**src/hw/rtl/sbl_pkg.sv**
```systemverilog
// sbl_pkg: shared widths, reset values, register indexes and the queue flag type
// for the 3x3 sobel edge block; no dependencies
`timescale 1ns / 1ps

package sbl_pkg;

    localparam int SBL_MAX_WIDTH_DEF = 1024;

    localparam int SBL_PIX_W      = 8;
    localparam int SBL_GRAD_W     = 11;
    localparam int SBL_MAG_W      = 8;
    localparam int SBL_WIDTH_W    = 11;
    localparam int SBL_HEIGHT_W   = 12;
    localparam int SBL_CFG_IDX_W  = 1;
    localparam int SBL_CFG_DATA_W = 12;

    localparam logic [SBL_WIDTH_W-1:0]  SBL_WIDTH_RST  = 11'd640;
    localparam logic [SBL_HEIGHT_W-1:0] SBL_HEIGHT_RST = 12'd480;

    // configuration register indexes
    localparam logic [SBL_CFG_IDX_W-1:0] SBL_REG_IMAGE_WIDTH  = 1'b0;
    localparam logic [SBL_CFG_IDX_W-1:0] SBL_REG_IMAGE_HEIGHT = 1'b1;

    // classification of one item, decided by the front end
    typedef struct packed {
        logic emit;  // interior pixel, gives a result
        logic last;  // result for the last interior pixel of the frame
    } t_sbl_flags;

endpackage

```
**src/hw/rtl/sbl_queue.sv**
```systemverilog
// sbl_queue: two-entry queue between the front end and the back end
// depends on sbl_pkg only through its import, using nothing from it
`timescale 1ns / 1ps

module sbl_queue import sbl_pkg::*; #(
    parameter int DATA_W = 8
) (
    input  logic              i_clk,
    input  logic              i_rst_n,
    input  logic              i_push,
    input  logic [DATA_W-1:0] i_data,
    input  logic              i_pop,
    output logic [DATA_W-1:0] o_data,
    output logic              o_full,
    output logic              o_empty
);

    logic [DATA_W-1:0] r_mem [2];
    logic              r_wr_ptr;
    logic              r_rd_ptr;
    logic [1:0]        r_count;

    assign o_full  = r_count == 2'd2;
    assign o_empty = r_count == 2'd0;
    assign o_data  = r_mem[r_rd_ptr];

    always_ff @(posedge i_clk) begin
        if (i_push) begin
            r_mem[r_wr_ptr] <= i_data;
        end
    end

    always_ff @(posedge i_clk) begin
        if (!i_rst_n) begin
            r_wr_ptr <= 1'b0;
            r_rd_ptr <= 1'b0;
            r_count  <= 2'd0;
        end else begin
            if (i_push) begin
                r_wr_ptr <= !r_wr_ptr;
            end
            if (i_pop) begin
                r_rd_ptr <= !r_rd_ptr;
            end
            if (i_push && !i_pop) begin
                r_count <= r_count + 2'd1;
            end else if (i_pop && !i_push) begin
                r_count <= r_count - 2'd1;
            end
        end
    end

endmodule

```
**config.mk**
```make
export PLATFORM = sky130hd
export DESIGN_NAME = sbl_queue
export DESIGN_NICKNAME = d
export VERILOG_FILES = /design/src/hw/rtl/sbl_pkg.sv /design/src/hw/rtl/sbl_queue.sv
export SDC_FILE = /design/constraint.sdc
export NUM_CORES = 1
export LEC_CHECK = 0
export ABC_AREA = 1
export BUFFER_PORTS_ARGS = -buffer_cell sky130_fd_sc_hd__buf_4
export CORE_ASPECT_RATIO = 0.8
export CORE_MARGIN = 4
export CORE_UTILIZATION = 45
export CTS_CLUSTER_SIZE = 40
export DETAILED_ROUTE_END_ITERATION = 8
export PLACE_DENSITY = 0.7
export SLEW_MARGIN = 20
export SYNTH_ARGS = -nofsm -noshare
export SYNTH_HDL_FRONTEND = slang
export SYNTH_SLANG_ARGS = --single-unit
```
**constraint.sdc**
```tcl
create_clock -name i_clk -period 1.43 [get_ports i_clk]
set_clock_uncertainty 0.1 [all_clocks]
set_input_delay 0.143 -clock i_clk [delete_from_list [all_inputs] [get_ports i_clk]]
set_output_delay 0.143 -clock i_clk [all_outputs]
set_load 0.01 [all_outputs]
```
==> results.md <==
* Core Rows at 13
* Post-route minimum period at 1.45 ns
* Nets at 107
* Slowest stage delay, CP at 0.45 ns
* Die width at 55.3 um
* Worst VDD drop at 0.945 mV
* DP HPWL at 875 um
* Period utilization at 1.01
* Synth cell types at 16
* Slowest CP cell: dfxtp_4
* Clk pin slew, worst setup/hold paths at 0.11 ns
* Area leader, netlist: edfxtp_1
* Die H at 45.8 um
* Cell count after synthesis at 58
* Yosys warning count at 0
* Worst Setup Start Kind: flip-flop
* Min-Delay Path Class: input pin to flip-flop
* Placed cell area at 992 um^2
* R2r startpoint: r_wr_ptr
* CTS Buffer Depth at 2
* Initial antenna violation count at 0
* Antenna diodes at 0
* H-Tree Level Count at 1
* Antenna viol nets, final at 0
* Inserted Clock Buffers at 3
* Initial DRC count at 10
* Final Instance Area at 1180 um^2
* RSZ-0062 raised after global routing: yes
* Leak at 0.516 nW
* Post-synth top area share at 0.597
* First-pass GRT wire length at 2150 um
* Final WL at 1360 um
* WL/cell at 11.8 um
* CP max FO at 8
* CTS tree: done
* Power Density at 1040 nW/um^2
* Vias per cell at 4.51
* DR vias at 519
* Post-CTS Setup Repair Bufs at 0
* 1st-pass router iterations at 4
* DIE AREA at 2530 um^2
* Setup ws final at -0.0197 ns
* Max-cap violations at 0
* Mapped Nets at 71
* DRC at 0
* Clock root cell: clkbuf_4
* Hold path depth at 3
* Status: complete, but fails checks
* R2r setup slk at 0.30 ns
* Seq/Total Area, Yosys at 0.722
* Required time of the critical path at 1.19 ns
* Starting Density at 0.485
* Synth Cell Area at 805 um^2
* Top_reg_cell synth: edfxtp_1
* Setup violations, final at 8
* Vias in the first global route at 507
* Syn avg cell area at 13.9 um^2
* Failing checks: negative setup slack
* PortBufs at 21
* Max-slew headroom at 0.767
* Final-report max-slew violation count at 0
* Gp weighted congestion at 0.732
* Hold-critical path endpoint: r_wr_ptr
* Gr usage total at 0.120
* Post-synth EDFFs at 16
* Top cells by area, synth: edfxtp_1 60%, dfxtp_1 12%, mux2_2 11%, inv_1 3.7%, nor2_1 3.3%
* Crit end category: primary output
* Depth of the most critical reg-to-reg path at 2
* Final Hold Viols at 0
* Clk sinks at 21
* Hold slack at 0.0420 ns
* Layout fillers at 128
* Critical-path cell list: mux2_4 > buf_6
* Max Freq at 0.690 GHz
* Setup CP Type: flip-flop to primary output
* Layout cells sized above 1 at 0.398
* HP Start: i_push
* Worst skew pair latency at 0.30 ns
* P&R area growth vs syn at 47.1%
* Worst slew pin tran at 0.348 ns
* Worst endpoint data arrival time at 1.21 ns
* RR Endpoint: r_mem[1][7]
* Global route overflow at 0
* Largest net degree at the start of global routing at 13
* I/O Pins at 22
* Core Region at 1660 um^2
* FFs w/ async S/R, synth at 0
* Pre-CTS WS at 0.130 ns
* Count of state elements after synthesis at 21
==> flip-flops by register name, indices dropped and copies added (netlist names), named ones only <==
| register | flops |
|---|---|
| r_count | 2 |
| r_mem | 16 |
| r_rd_ptr | 1 |
| r_wr_ptr | 1 |
==> where the power goes <==
part,switching [mW],internal [mW],leakage (nW)
clock network,0.167,0.104,0.0177
registers,0.0277,0.698,0.192
logic,0.0892,0.146,0.305
total,0.284,0.948,0.516
==> cells in the final DEF (no fill, tap or decap), drive strengths merged <==
cell type and n:
a21oi 1, buf 22, clkbuf 3, clkinv 1, dfxtp 5, dlygate4sd3 10, edfxtp 16, ha 1
inv 9, mux2 8, nand2 5, nand3 1, nand4 1, nor2 7, nor3 1, o21ai 1
xnor2 1
==> kinds of logic after synthesis <==
| logic type | Yosys count | share of synthesized area |
|---|---|---|
| AO/OA/AOI/OAI | 2 | 0.0124 |
| XOR/XNOR | 1 | 0.0109 |
| adder cells (fa/ha/maj) | 1 | 0.0155 |
| buffers and inverters | 10 | 0.0482 |
| flip-flops | 21 | 0.722 |
| multiplexers | 8 | 0.112 |
| AND/OR/NAND/NOR | 15 | 0.0793 |
==> critical path: cells and delay by family (launching register included) <==
family | cells | cell delay [ns]
buffers and inverters | 1 | 0.12
flip-flops | 1 | 0.45
multiplexers | 1 | 0.33
==> cell usage after synthesis (4+ instances only) <==
master     n
edfxtp_1  16
inv_1      8
mux2_2     8
nor2_1     7
dfxtp_1    5
nand2_1    4
==> area by class of cell <==
cell class | count | area, um^2 | share of cell area
clock buffer | 3 | 22.5 | 0.0190
clock inverter | 1 | 5.00 | 0.00423
inverter | 9 | 33.8 | 0.0285
multi-input combinational | 27 | 215 | 0.182
sequential | 21 | 584 | 0.494
tap | 22 | 27.5 | 0.0233
timing repair buffer | 32 | 295 | 0.249
==> timing repair <==
item                                    4_1_cts  5_1_grt
endpoints found under the setup margin        8        8
pin swaps                                     0        0
gates cloned                                  0        0
hold buffers                                 10        0
hold endpoints to repair                     19        0
resized for setup                            18        0
==> stage by stage <==
step	power [mW]	util	cells	setup TNS, ns
2_1_floorplan	0.824	-	58	0
3_3_place_gp	0.911	0.598	101	0
3_5_place_dp	0.916	0.598	101	0
4_1_cts	1.24	0.713	115	-0.202
5_1_grt	1.30	0.713	115	-0.560
6_report	1.23	0.713	115	-0.0733
==> how the worst max path moves through the flow <==
stage / startpoint / to / slack (ns) / cells past startpoint
floorplan: r_wr_ptr / r_mem[0][0] / 0.27 / 1
global route: flip-flop / o_data[6] / -0.08 / 2
detailed placement: flip-flop / o_data[2] / 0.13 / 2
global placement: flip-flop / o_data[1] / 0.14 / 2
CTS: flip-flop / o_data[6] / -0.03 / 2
finish: flip-flop / o_data[6] / -0.02 / 2
==> per-layer routing <==
layer	GRT usage	share of wire
met5	0	0
met4	0.0583	0.014
met2	0.212	0.53
met3	0.0538	0.061
met1	0.125	0.40
Note: power is estimated with default switching activity, not from simulation.
