$ cat config.mk
export PLATFORM = sky130hd
export DESIGN_NAME = sbl_front
export DESIGN_NICKNAME = d
export VERILOG_FILES = /design/src/hw/rtl/sbl_pkg.sv /design/src/hw/rtl/sbl_front.sv
export SDC_FILE = /design/constraint.sdc
export NUM_CORES = 1
export LEC_CHECK = 0
export BUFFER_PORTS_ARGS = -buffer_cell sky130_fd_sc_hd__buf_4
export CAP_MARGIN = 10
export CORE_MARGIN = 2
export CORE_UTILIZATION = 60
export CTS_CLUSTER_DIAMETER = 60
export CTS_CLUSTER_SIZE = 10
export DETAILED_ROUTE_END_ITERATION = 10
export PLACE_DENSITY = 0.83
export SETUP_SLACK_MARGIN = 0.5
export SKIP_CTS_REPAIR_TIMING = 1
export SYNTH_ARGS = -nofsm -noshare
export SYNTH_HDL_FRONTEND = slang
export SYNTH_SLANG_ARGS = --single-unit
$ cat constraint.sdc
create_clock -name i_clk -period 10.2 [get_ports i_clk]
set_clock_uncertainty 0.05 [all_clocks]
set_input_delay 1.02 -clock i_clk [delete_from_list [all_inputs] [get_ports i_clk]]
set_output_delay 1.02 -clock i_clk [all_outputs]
set_load 0.01 [all_outputs]
$ cat src/hw/rtl/sbl_pkg.sv
// sbl_pkg: shared widths, reset values, register indexes and the queue flag type
// for the 3x3 sobel edge block; no dependencies
`timescale 1ns / 1ps

package sbl_pkg;

    localparam int SBL_MAX_WIDTH_DEF = 1024;

    localparam int SBL_PIX_W      = 8;
    localparam int SBL_GRAD_W     = 11;
    localparam int SBL_MAG_W      = 8;
    localparam int SBL_WIDTH_W    = 11;
    localparam int SBL_HEIGHT_W   = 12;
    localparam int SBL_CFG_IDX_W  = 1;
    localparam int SBL_CFG_DATA_W = 12;

    localparam logic [SBL_WIDTH_W-1:0]  SBL_WIDTH_RST  = 11'd640;
    localparam logic [SBL_HEIGHT_W-1:0] SBL_HEIGHT_RST = 12'd480;

    // configuration register indexes
    localparam logic [SBL_CFG_IDX_W-1:0] SBL_REG_IMAGE_WIDTH  = 1'b0;
    localparam logic [SBL_CFG_IDX_W-1:0] SBL_REG_IMAGE_HEIGHT = 1'b1;

    // classification of one item, decided by the front end
    typedef struct packed {
        logic emit;  // interior pixel, gives a result
        logic last;  // result for the last interior pixel of the frame
    } t_sbl_flags;

endpackage

$ cat src/hw/rtl/sbl_front.sv
// sbl_front: accepts pixels, converts to gray, tracks column/row position and
// classifies each item; depends on sbl_pkg
`timescale 1ns / 1ps

module sbl_front import sbl_pkg::*; #(
    parameter int MAX_WIDTH = SBL_MAX_WIDTH_DEF
) (
    input  logic                        i_clk,
    input  logic                        i_rst_n,
    input  logic                        i_valid,
    input  logic [SBL_PIX_W-1:0]        i_red,
    input  logic [SBL_PIX_W-1:0]        i_green,
    input  logic [SBL_PIX_W-1:0]        i_blue,
    input  logic                        i_start_of_frame,
    input  logic [SBL_WIDTH_W-1:0]      i_image_width,
    input  logic [SBL_HEIGHT_W-1:0]     i_image_height,
    input  logic                        i_queue_full,
    output logic                        o_push,
    output logic [SBL_PIX_W-1:0]        o_gray,
    output logic [$clog2(MAX_WIDTH)-1:0] o_col,
    output t_sbl_flags                  o_flags
);

    localparam int COL_W = $clog2(MAX_WIDTH);
    localparam int CMP_W = (COL_W + 1 > SBL_WIDTH_W) ? COL_W + 1 : SBL_WIDTH_W;

    logic [COL_W-1:0]        r_col, n_col;
    logic [SBL_HEIGHT_W-1:0] r_row, n_row;

    logic [COL_W-1:0]        col;
    logic [SBL_HEIGHT_W-1:0] row;
    logic [CMP_W-1:0]        col_x, width_x, max_x, w_eff;
    logic [SBL_HEIGHT_W-1:0] h_eff;
    logic [SBL_PIX_W+5-1:0]  gray_sum;
    logic                    row_end;

    assign o_push = i_valid && !i_queue_full;

    // gray = (11r + 16g + 5b) / 32
    assign gray_sum = 13'(i_red) * 13'd11 + 13'(i_green) * 13'd16 + 13'(i_blue) * 13'd5;
    assign o_gray   = gray_sum[SBL_PIX_W+5-1:5];

    always_comb begin
        width_x = CMP_W'(i_image_width);
        max_x   = CMP_W'(MAX_WIDTH);
        if (width_x < CMP_W'(3)) begin
            w_eff = CMP_W'(3);
        end else if (width_x > max_x) begin
            w_eff = max_x;
        end else begin
            w_eff = width_x;
        end
        h_eff = (i_image_height < 12'd3) ? 12'd3 : i_image_height;

        col   = i_start_of_frame ? '0 : r_col;
        row   = i_start_of_frame ? '0 : r_row;
        col_x = CMP_W'(col);

        o_col         = col;
        o_flags.emit  = (col_x >= CMP_W'(2)) && (row >= 12'd2) && (col_x < w_eff);
        o_flags.last  = (col_x == w_eff - CMP_W'(1)) && (row == h_eff - 12'd1);

        row_end = col_x >= w_eff - CMP_W'(1);
        if (row_end) begin
            n_col = '0;
            n_row = (row >= h_eff - 12'd1) ? '0 : row + 12'd1;
        end else begin
            n_col = col + COL_W'(1);
            n_row = row;
        end
    end

    always_ff @(posedge i_clk) begin
        if (!i_rst_n) begin
            r_col <= '0;
            r_row <= '0;
        end else if (o_push) begin
            r_col <= n_col;
            r_row <= n_row;
        end
    end

endmodule

==> results.cfg <==
[yosys]
ys_top_cells_by_count = ha_1, inv_1, nor2_1
synthMostInstantiatedCell = ha_1
ys_ff_latch = 22
synth_cells = 481
postSynthAreaPerCell_sq_um = 8.038
synth_edf_count = 0
area_share_of_the_largest_cell_type_after_synthesis = 0.2201
post_synth_num_cell_types = 64
synthFlopType = dfxtp_1
mappedNetlistNets = 626
synth_top_cells_by_area = ha_1, fa_1, dfxtp_1, inv_1, o21ai_0
yosys_warnings = 0
sequential_fraction_of_the_synthesis_area = 0.1139
mapped_cell_area_sq_um = 3866
async_reset_ff_frac = 0
synth_top_cell_by_area = ha_1

[global_routing]
grt_busiest_layer = met2
antenna_found_initial = 0
first_global_vias = 3770
gr-usage-all-layers = 0.2722
groute.layer.met2.usage = 0.5115
groute.layer.met3.usage = 0.02950
gr-usage-met1 = 0.3337
first_pass_grt_wire_length_um = 16370
globalRouteOverflowTotal = 0
grt_max_degree = 31

[drt]
drc = 0
dr.first_iter.drc_count = 117
route.detailed.vias_per_inst = 6.045
finalWirelength_um = 9317
routed_wire_length_per_instance_um = 15.00
detail_route.first_pass.iterations = 5
detail-route-antenna-nets = 0
dr_total_vias = 3754

[power]
share_clk_of_total_power = 0.143
peakVddDrop_mv = 0.1328
power.internal_uw = 338.1
power_frac_seq = 0.153
combinationalPowerShare = 0.704
cellLeakagePower_uw = 0.002126
switching_share = 0.4200
p_per_area_nw_per_um2 = 129.2
total_switching_power_uw = 244.8

[hold_path]
min_path_cells = 2
hp-start = r_col[8]$_SDFFE_PN0P_
hp-class = reg -> reg

[sta]
timing.final.crit_share = 0.6261
transition_time_of_the_tightest_slew_check_pin_ns = 1.078
rsz0062_at_grt = false
final.setup.tns_ns = 0
finalHoldViolations = 0
setup_failing_eps_final = 0
fmaxAchievable_mhz = 156.6
finalWorstPathRequiredPeriod_ns = 6.386
maxSlewHeadroom = 0.2811
maxSlewViolCount = 0

[worst_setup_path]
worst-endpoint-arrival_ns = 5.32
r2r_start = r_col[2]$_SDFFE_PN0P_
critPathMaxFanout = 3
critPathKind = in -> out
worstPathRequired_ns = 9.13
setup.worst_path.start = i_blue[3]
worst-r2r-cell-count = 9
setup.worst_path.end_class = primary output
setup.worst_path.start_class = input port

[die]
fp.dieH_um = 84.27
placeableCoreArea_sq_um = 6277
die_area_sq_um = 7101
io_pins = 73
start_util = 0.6159
num_rows = 29
die_w_um = 84.27

[clocking]
cts.sink_count = 22
number_of_buffers_created_by_cts = 3
worstSkewPairLatency_ns = 0.27
clk_transition_reported_paths_ns = 0.09
clock_tree_from_tritoncts = done
htree_levels = 1
cts_root_buffer = clkbuf_8
cts_buffer_depth = 2

[layout]
drive_gt1_frac = 0.1691
final_nets = 690
area_growth_syn_to_layout_pct = 16.70
postLayoutCoreUtil = 0.7188
antenna_cells_inserted = 0

[placement]
post_detailed_placement_half_perimeter_wirelength_um = 7697
port_buffers = 72
gp_congestion = 0.8746

[status]
run_status = completed

[job]
cap_violations = 0
==> worst max-delay path, cell delays in order <==
cell and delay (ns):
buf_4 0.12, ha_1 0.31, fa_1 0.53, inv_1 0.05, fa_1 0.50, fa_1 0.54, inv_1 0.04, ha_1 0.30
o21a_1 0.14, a2111oi_0 0.73, o21ai_0 0.29, a21o_1 0.26, a21oi_1 0.19, xnor2_1 0.15, buf_4 0.15
==> metal layers <==
metal  up-vias  share of wire
li1       1834              -
met1      1765           0.41
met2       130           0.52
met3        25          0.054
met4         0          0.024
met5         -              0
==> flip-flops by register name (all words and copies together) (netlist names) <==
register	flops
r_row	12
r_col	10
==> final cells by class <==
type                    instances  area (sq um)
clock buffers                   3         41.29
clock inverters                 1         30.03
fillers                       539          1765
inverters                      48         180.2
multi-input cells             397          3176
flip-flops and latches         22         440.4
well taps                      77         96.34
repair buffers                 73         548.0
==> cells by family after synthesis <==
family,share of synthesized area
compound gates,0.1731
xor+xnor,0.04757
mux,0.005178
fa+ha+maj,0.3495
flops,0.1139
simple gates,0.2460
buf+inv,0.06472
==> placed cells by master, fill, tap and decap left out, types with 4 or more instances in the layout <==
cell / instances
dfxtp_1: 22
nand3_1: 16
nor3_1: 13
nand2_1: 33
nand2b_1: 5
nor2_1: 39
nor2b_1: 21
and3_1: 6
buf_4: 73
inv_1: 47
o21a_1: 6
fa_1: 25
nand4_1: 5
xnor2_1: 14
ha_1: 68
xor2_1: 7
o21ai_0: 33
a31oi_1: 6
nor4_1: 10
nor3b_1: 4
a21oi_1: 28
or3_1: 4
==> power by group through the flow <==
stage	combinational [uW]	sequential, uW	clock (uW)
5_1_grt	459	89.4	86.4
3_3_place_gp	398	91.0	0
4_1_cts	414	89.1	83.0
3_5_place_dp	413	91.1	0
6_report	410	89.2	83.5
2_1_floorplan	254	90.7	0
==> final timing paths <==
check                                to  slack (ns)
hold reg to reg   r_col[8]$_SDFFE_PN0P_        0.43
setup reg to reg  r_row[5]$_SDFFE_PN0P_        7.12
hold / removal    r_col[8]$_SDFFE_PN0P_        0.43
setup / recovery              o_gray[7]        3.81
==> per-stage QoR <==
stage          cells  worst slack (ns)  instance area, sq um  hold WS, ns  power [uW]
4_1_cts          621             3.814                  4512       0.4357       586.5
6_report         621             3.814                  4512       0.4277       582.9
3_5_place_dp     617             3.825                  4441       0.4239       504.1
3_3_place_gp     617             3.953                  4441       0.3990       488.5
2_1_floorplan    481             4.523                  3866       0.3904       344.7
5_1_grt          621             3.552                  4512       0.4488       635.2
(Power assumes the default switching activity.)
